<file path="src/rtl/core/polar_panorama_unwarp_defines.svh">
// Assertion macros shared by the polar panorama unwarp RTL.
`ifndef POLAR_PANORAMA_UNWARP_DEFINES_SVH
`define POLAR_PANORAMA_UNWARP_DEFINES_SVH

`ifndef NO_ASSERTIONS
// Check a property on every clock outside reset.
`define PPU_ASSERT(label, prop) \
    label: assert property (@(posedge clk) disable iff (!rst_n) (prop)) \
        else $error("polar_panorama_unwarp: check failed");
// Check that a condition is followed by another in the next cycle.
`define PPU_ASSERT_NEXT(label, cause, effect) \
    label: assert property (@(posedge clk) disable iff (!rst_n) (cause) |=> (effect)) \
        else $error("polar_panorama_unwarp: check failed");
`else
`define PPU_ASSERT(label, prop)
`define PPU_ASSERT_NEXT(label, cause, effect)
`endif

`endif

</file>
<file path="src/rtl/core/ppu_pkg.sv">
// Shared types, codes, the sine entry function and index clamp helpers for the panorama unwarp.
`timescale 1ns / 1ps

package ppu_pkg;

    localparam logic CMD_WRITE  = 1'b0;
    localparam logic CMD_SAMPLE = 1'b1;

    typedef enum logic [2:0] {
        CFG_IMAGE_WIDTH  = 3'd0,
        CFG_IMAGE_HEIGHT = 3'd1,
        CFG_CENTER_X     = 3'd2,
        CFG_CENTER_Y     = 3'd3,
        CFG_INNER_RADIUS = 3'd4,
        CFG_OUTER_RADIUS = 3'd5,
        CFG_PANO_WIDTH   = 3'd6,
        CFG_PHASE_STEP   = 3'd7
    } cfg_reg_t;

    // Control bits that travel with each request.
    typedef struct packed {
        logic valid;
        logic sample;
        logic bad;
    } ctl_t;

    // Pixel write payload.
    typedef struct packed {
        logic [9:0]  x;
        logic [9:0]  y;
        logic [23:0] rgb;
    } wr_t;

    // Quarter turn in Q30.
    localparam logic [63:0] HALF_PI_Q30 = 64'd1686629713;
    // Taylor term divisors (2n)(2n+1).
    localparam logic [63:0] TERM_DIV [7] = '{64'd6, 64'd20, 64'd42, 64'd72,
                                            64'd110, 64'd156, 64'd210};

    // Q16 sine of k quarter steps, from a Q30 Taylor sum.
    function automatic logic [16:0] sine_entry(input int unsigned k,
                                               input int unsigned qbits);
        logic [63:0]        x;
        logic [63:0]        x2;
        logic [63:0]        t;
        logic [63:0]        v;
        logic signed [63:0] sum;
        x   = (64'(k) * HALF_PI_Q30) >> qbits;
        x2  = (x * x) >> 30;
        t   = x;
        sum = $signed(x);
        for (int n = 1; n <= 7; n++)
        begin
            t = ((t * x2) >> 30) / TERM_DIV[n - 1];
            if (n[0])
                sum = sum - $signed(t);
            else
                sum = sum + $signed(t);
        end
        if (sum < 0)
            sum = '0;
        v = ($unsigned(sum) + 64'd8192) >> 14;
        return (v > 64'd65536) ? 17'd65536 : 17'(v);
    endfunction

    // Clamp a signed index into 0 .. lim-1.
    function automatic logic [15:0] clamp_idx(input logic signed [15:0] v,
                                              input logic [15:0] lim);
        logic signed [16:0] ls;
        ls = $signed({1'b0, lim});
        if (v < 0)
            return '0;
        else if ($signed({v[15], v}) >= ls)
            return lim - 16'd1;
        else
            return 16'(v);
    endfunction

    // True when a signed index falls outside 0 .. lim-1.
    function automatic logic out_of(input logic signed [15:0] v,
                                    input logic [15:0] lim);
        logic signed [16:0] ls;
        ls = $signed({1'b0, lim});
        return (v < 0) || ($signed({v[15], v}) >= ls);
    endfunction

endpackage

</file>
<file path="src/rtl/core/ppu_locate.sv">
// Source point, neighbour clamping and fractions.
`timescale 1ns / 1ps

module ppu_locate #(
    parameter int MAX_WIDTH  = 1024,
    parameter int MAX_HEIGHT = 1024
) (
    input  logic                          clk,
    input  logic                          rst_n,
    input  logic                          adv,
    input  ppu_pkg::ctl_t                 ctl_in,
    input  logic [16:0]                   mag_s,
    input  logic [16:0]                   mag_c,
    input  logic                          neg_s,
    input  logic                          neg_c,
    input  logic [9:0]                    radius,
    input  logic [9:0]                    center_x,
    input  logic [9:0]                    center_y,
    input  logic [15:0]                   lim_w,
    input  logic [15:0]                   lim_h,
    output ppu_pkg::ctl_t                 ctl_out,
    output logic [$clog2(MAX_WIDTH)-1:0]  x0,
    output logic [$clog2(MAX_WIDTH)-1:0]  x1,
    output logic [$clog2(MAX_HEIGHT)-1:0] y0,
    output logic [$clog2(MAX_HEIGHT)-1:0] y1,
    output logic [15:0]                   fx,
    output logic [15:0]                   fy
);

    localparam int XW = $clog2(MAX_WIDTH);
    localparam int YW = $clog2(MAX_HEIGHT);

    ppu_pkg::ctl_t      ctl3_reg;
    ppu_pkg::ctl_t      ctl4_reg;
    logic signed [28:0] prod_x_reg;
    logic signed [28:0] prod_y_reg;
    logic [9:0]         cx_reg;
    logic [9:0]         cy_reg;
    logic [XW-1:0]      x0_reg;
    logic [XW-1:0]      x1_reg;
    logic [YW-1:0]      y0_reg;
    logic [YW-1:0]      y1_reg;
    logic [15:0]        fx_reg;
    logic [15:0]        fy_reg;

    logic signed [17:0] s_val;
    logic signed [17:0] c_val;
    logic signed [30:0] qx;
    logic signed [30:0] qy;
    logic signed [15:0] ipx;
    logic signed [15:0] ipy;
    logic               img_bad;

    // Stage 3: radius times sine and cosine
    assign s_val = neg_s ? -$signed({1'b0, mag_s}) : $signed({1'b0, mag_s});
    assign c_val = neg_c ? -$signed({1'b0, mag_c}) : $signed({1'b0, mag_c});

    always_ff @(posedge clk)
    begin
        if (adv)
        begin
            prod_x_reg <= $signed({1'b0, radius}) * s_val;
            prod_y_reg <= $signed({1'b0, radius}) * c_val;
            cx_reg     <= center_x;
            cy_reg     <= center_y;
        end
    end

    // Stage 4: add the centre, floor, clamp
    assign qx  = $signed({5'd0, cx_reg, 16'd0}) + $signed({{2{prod_x_reg[28]}}, prod_x_reg});
    assign qy  = $signed({5'd0, cy_reg, 16'd0}) + $signed({{2{prod_y_reg[28]}}, prod_y_reg});
    assign ipx = $signed({qx[30], qx[30:16]});
    assign ipy = $signed({qy[30], qy[30:16]});
    assign img_bad = ppu_pkg::out_of(ipx, lim_w) || ppu_pkg::out_of(ipy, lim_h);

    always_ff @(posedge clk or negedge rst_n)
    begin
        if (!rst_n)
        begin
            ctl3_reg <= '0;
            ctl4_reg <= '0;
        end
        else if (adv)
        begin
            ctl3_reg <= ctl_in;
            ctl4_reg <= '{valid: ctl3_reg.valid, sample: ctl3_reg.sample,
                          bad: ctl3_reg.bad | img_bad};
        end
    end

    always_ff @(posedge clk)
    begin
        if (adv)
        begin
            x0_reg <= XW'(ppu_pkg::clamp_idx(ipx, lim_w));
            x1_reg <= XW'(ppu_pkg::clamp_idx(ipx + 16'sd1, lim_w));
            y0_reg <= YW'(ppu_pkg::clamp_idx(ipy, lim_h));
            y1_reg <= YW'(ppu_pkg::clamp_idx(ipy + 16'sd1, lim_h));
            fx_reg <= qx[15:0];
            fy_reg <= qy[15:0];
        end
    end

    assign ctl_out = ctl4_reg;
    assign x0      = x0_reg;
    assign x1      = x1_reg;
    assign y0      = y0_reg;
    assign y1      = y1_reg;
    assign fx      = fx_reg;
    assign fy      = fy_reg;

endmodule

</file>
<file path="config.mk">
export PLATFORM = sky130hd
export DESIGN_NAME = ppu_locate
export DESIGN_NICKNAME = d
export VERILOG_FILES = /design/src/rtl/core/polar_panorama_unwarp_defines.svh /design/src/rtl/core/ppu_pkg.sv /design/src/rtl/core/ppu_locate.sv
export SDC_FILE = /design/constraint.sdc
export NUM_CORES = 1
export LEC_CHECK = 0
export ABC_AREA = 1
export BUFFER_PORTS_ARGS = -buffer_cell sky130_fd_sc_hd__buf_2
export CORE_MARGIN = 8
export CORE_UTILIZATION = 30
export CTS_CLUSTER_SIZE = 16
export DETAILED_ROUTE_END_ITERATION = 12
export PLACE_DENSITY = 0.47
export SLEW_MARGIN = 40
export SYNTH_ARGS = -nofsm -noshare
export SYNTH_HDL_FRONTEND = slang
export SYNTH_SLANG_ARGS = --single-unit
</file>
<file path="constraint.sdc">
create_clock -name clk -period 4.2 [get_ports clk]
set_input_delay 0.42 -clock clk [delete_from_list [all_inputs] [get_ports clk]]
set_output_delay 0.42 -clock clk [all_outputs]
set_load 0.05 [all_outputs]
</file>
==> results.py <==
metrics = {
    "synthesis": {
        "syn-num-nets": 3542,
        "ys_seq_area_frac": 0.197,
        "yosysWarnings": 0,
        "syn_area_per_cell_um2": 8.17,
        "synth_area_um2": 23600,
        "syn_inst": 2890,
        "yosysTopAreaCell": "fa_1",
        "synth_area_leaders": "fa_1 (27%), edfxtp_1 (19%), ha_1 (12%)",
        "synthArstFlopShare": 0.0385,
        "synth_top_area_frac": 0.275,
        "synth-seq-cells": 156,
        "ys_types": 49,
        "synth_edf_count": 150,
        "ys.flop_type": "edfxtp_1",
    },
    "clocking": {
        "root_buffer": "clkbuf_16",
        "worstSkewPairLatency_ps": 460,
        "clock_sinks": 156,
        "cts_buffers": 17,
        "cts_tree": "yes",
        "clk_pin_slew_ps": 80,
        "clk_path_buf_depth": 2,
        "cts_max_level": 4,
    },
    "critical_path": {
        "cp_slowest_cell": "fa_1",
        "path_max_fanout": 5,
        "arrival_ps": 5820,
        "reg2reg_to": "x1[0]$_SDFFCE_PN0P_",
        "crit_start": "mag_s[1]",
        "crit_path_end_kind": "flop",
        "reg2reg_slack_ps": 250,
        "critPathLaunchType": "input pin",
        "r2r-start": "cx_reg[0]$_DFFE_PP_",
        "rr_worst_depth": 25,
        "required_ps": 4410,
        "crit_type": "in -> reg",
        "crit_end": "prod_x_reg[24]$_DFFE_PP_",
        "cpPeakStageDelay_ps": 510,
        "crit_top_cell": "fa_1",
    },
    "floorplan": {
        "die_x_um": 297,
        "rows": 103,
        "coreArea_um2": 78500,
        "initial_core_util": 0.301,
        "dieArea_um2": 87900,
        "die_h_um": 297,
        "ios": 179,
    },
    "sta": {
        "worstMarginPinSlew_ps": 747,
        "relSlewSlack": 0.502,
        "post-route-min-period_ps": 5610,
        "hold_viol_final": 0,
        "max_freq_mhz": 178,
        "slew_viol_final": 0,
        "worst_slack_ps": -1410,
        "skew_ps": 15.9,
        "rsz0062_at_grt": "yes",
        "final-setup-viol-count": 44,
        "finalCritPeriodShare": 1.33,
    },
    "grt": {
        "grt_max_degree": 82,
        "grt_pass1_wl_um": 109000,
        "overflow": 0,
        "antenna_found_initial": 6,
        "grt_use_total": 0.156,
        "grt_pass1_vias": 20588,
    },
    "route": {
        "vias_per_cell": 4.28,
        "wl_per_cell_um": 15.0,
        "drtIter0Drc": 770,
        "drc": 0,
        "drtPass1Iterations": 5,
        "vias": 19670,
        "wirelength_um": 68800,
        "ant_nets": 0,
    },
    "layout": {
        "final_util": 0.426,
        "final_cells": 4601,
        "drive_gt1_frac": 0.367,
        "layout_commonest_cell": "inv_1",
        "nets": 4187,
        "area_growth_pct": 41.6,
        "num-fill-cells": 7881,
        "mostFrequentLayoutCells": "inv_1 (594), nand2_1 (434), buf_4 (415), fa_1 (296), nor2_1 (254)",
    },
    "place": {
        "post-dp-hpwl_um": 59000,
        "gp_congestion": 0.839,
        "portBuffers": 178,
        "dpl.cell_count": 4494,
    },
    "status": {
        "status": "finished, violations left",
        "violations": "negative setup slack",
    },
    "hold_path": {
        "hp-class": "in -> reg",
    },
    "job": {
        "drv_cap": 0,
    },
}
==> worst min path at each step <==
| stage | to | from | cells past startpoint | slack, ps |
|---|---|---|---|---|
| after CTS | cy_reg[5]$_DFFE_PP_ | center_y[5] | 1 | 90 |
| after global placement | ctl_out[0]$_DFFE_PN0P_ | rst_n | 1 | 260 |
| final | cy_reg[5]$_DFFE_PP_ | center_y[5] | 1 | 130 |
| after detailed placement | ctl_out[0]$_DFFE_PN0P_ | rst_n | 1 | 260 |
| after floorplan | ctl3_reg[0]$_DFFE_PN0P_ | rst_n | 0 | 120 |
| after global routing | cy_reg[5]$_DFFE_PP_ | center_y[5] | 1 | 110 |
==> critical path, delay by kind of cell <==
| family | cells | cell delay [ps] |
|---|---|---|
| adder cells (fa/ha/maj) | 7 | 2760 |
| buffers and inverters | 10 | 770 |
| AND/OR/NAND/NOR | 5 | 760 |
| AO/OA/AOI/OAI | 5 | 760 |
| XOR/XNOR | 2 | 350 |
==> what timing repair did <==
action                                 CTS  global route
endpoints found under the hold margin    6             0
setup buffers                           50            44
setup endpoints to repair               65            66
resized for setup                      247           284
hold buffers                             1             0
pin swaps                              184           205
cloned                                   0             2
==> cell families (layout without fill, tap and decap cells) <==
logic type / Yosys count / count (layout) / share of synthesized area
buf+inv: 767 / 1424 / 0.124
compound gates: 238 / 238 / 0.0553
xor+xnor: 104 / 104 / 0.0403
fa+ha+maj: 548 / 548 / 0.393
other cells: 0 / 4 / 0
flops: 156 / 156 / 0.197
simple gates: 1077 / 1077 / 0.190
==> through the flow <==
step           setup TNS [ps]  setup slack, ps  cell area (um^2)  hold slack, ps
2_1_floorplan          -48390            -1690             25000             124
3_3_place_gp           -78260            -2070             30400             255
3_5_place_dp           -79490            -2110             30400             257
4_1_cts                -45020            -1350             32100            94.1
5_1_grt                -57750            -1680             33400             108
6_report               -47570            -1410             33400             134
==> Yosys cell counts, types with 3 or more instances <==
cell type    n
inv_1      708
nand2_1    548
fa_1       324
nor2_1     306
ha_1       224
edfxtp_1   150
a21oi_1     98
nand3_1     98
o21ai_0     83
xor2_1      67
clkbuf_1    43
xnor2_1     33
nor3_1      27
nand4_1     24
or2_2       20
nand2_2     15
nor4_1      11
o21bai_1    11
nor2_2      10
o21ai_1      9
nand3b_1     8
o22ai_1      7
dfrtp_1      6
a21o_1       5
o31ai_1      5
a211oi_1     4
a31oi_1      4
buf_4        4
inv_2        4
buf_6        3
clkinv_1     3
nand2_4      3
nor3_2       3
xor2_2       3
==> layer usage <==
layer | global-route usage | share of wire
met1 | 0.224 | 0.50
met2 | 0.253 | 0.45
met3 | 0.0131 | 0.030
met4 | 0.0383 | 0.016
met5 | 0 | 0.00038
==> layout make-up <==
cell class | count | area (um^2) | share of cell area
Antenna cell | 4 | 10.0 | 0.000299
Clock buffer | 18 | 429 | 0.0128
Clock inverter | 13 | 141 | 0.00423
Inverter | 715 | 2770 | 0.0829
Multi-Input combinational cell | 1967 | 18900 | 0.566
Sequential cell | 156 | 4650 | 0.139
Tap cell | 1050 | 1310 | 0.0393
Timing Repair Buffer | 677 | 5190 | 0.155
Timing Repair inverter | 1 | 6.26 | 0.000187
Power is not shown: default switching activity piles up to over one toggle a cycle in this logic, so the estimate is an artifact.
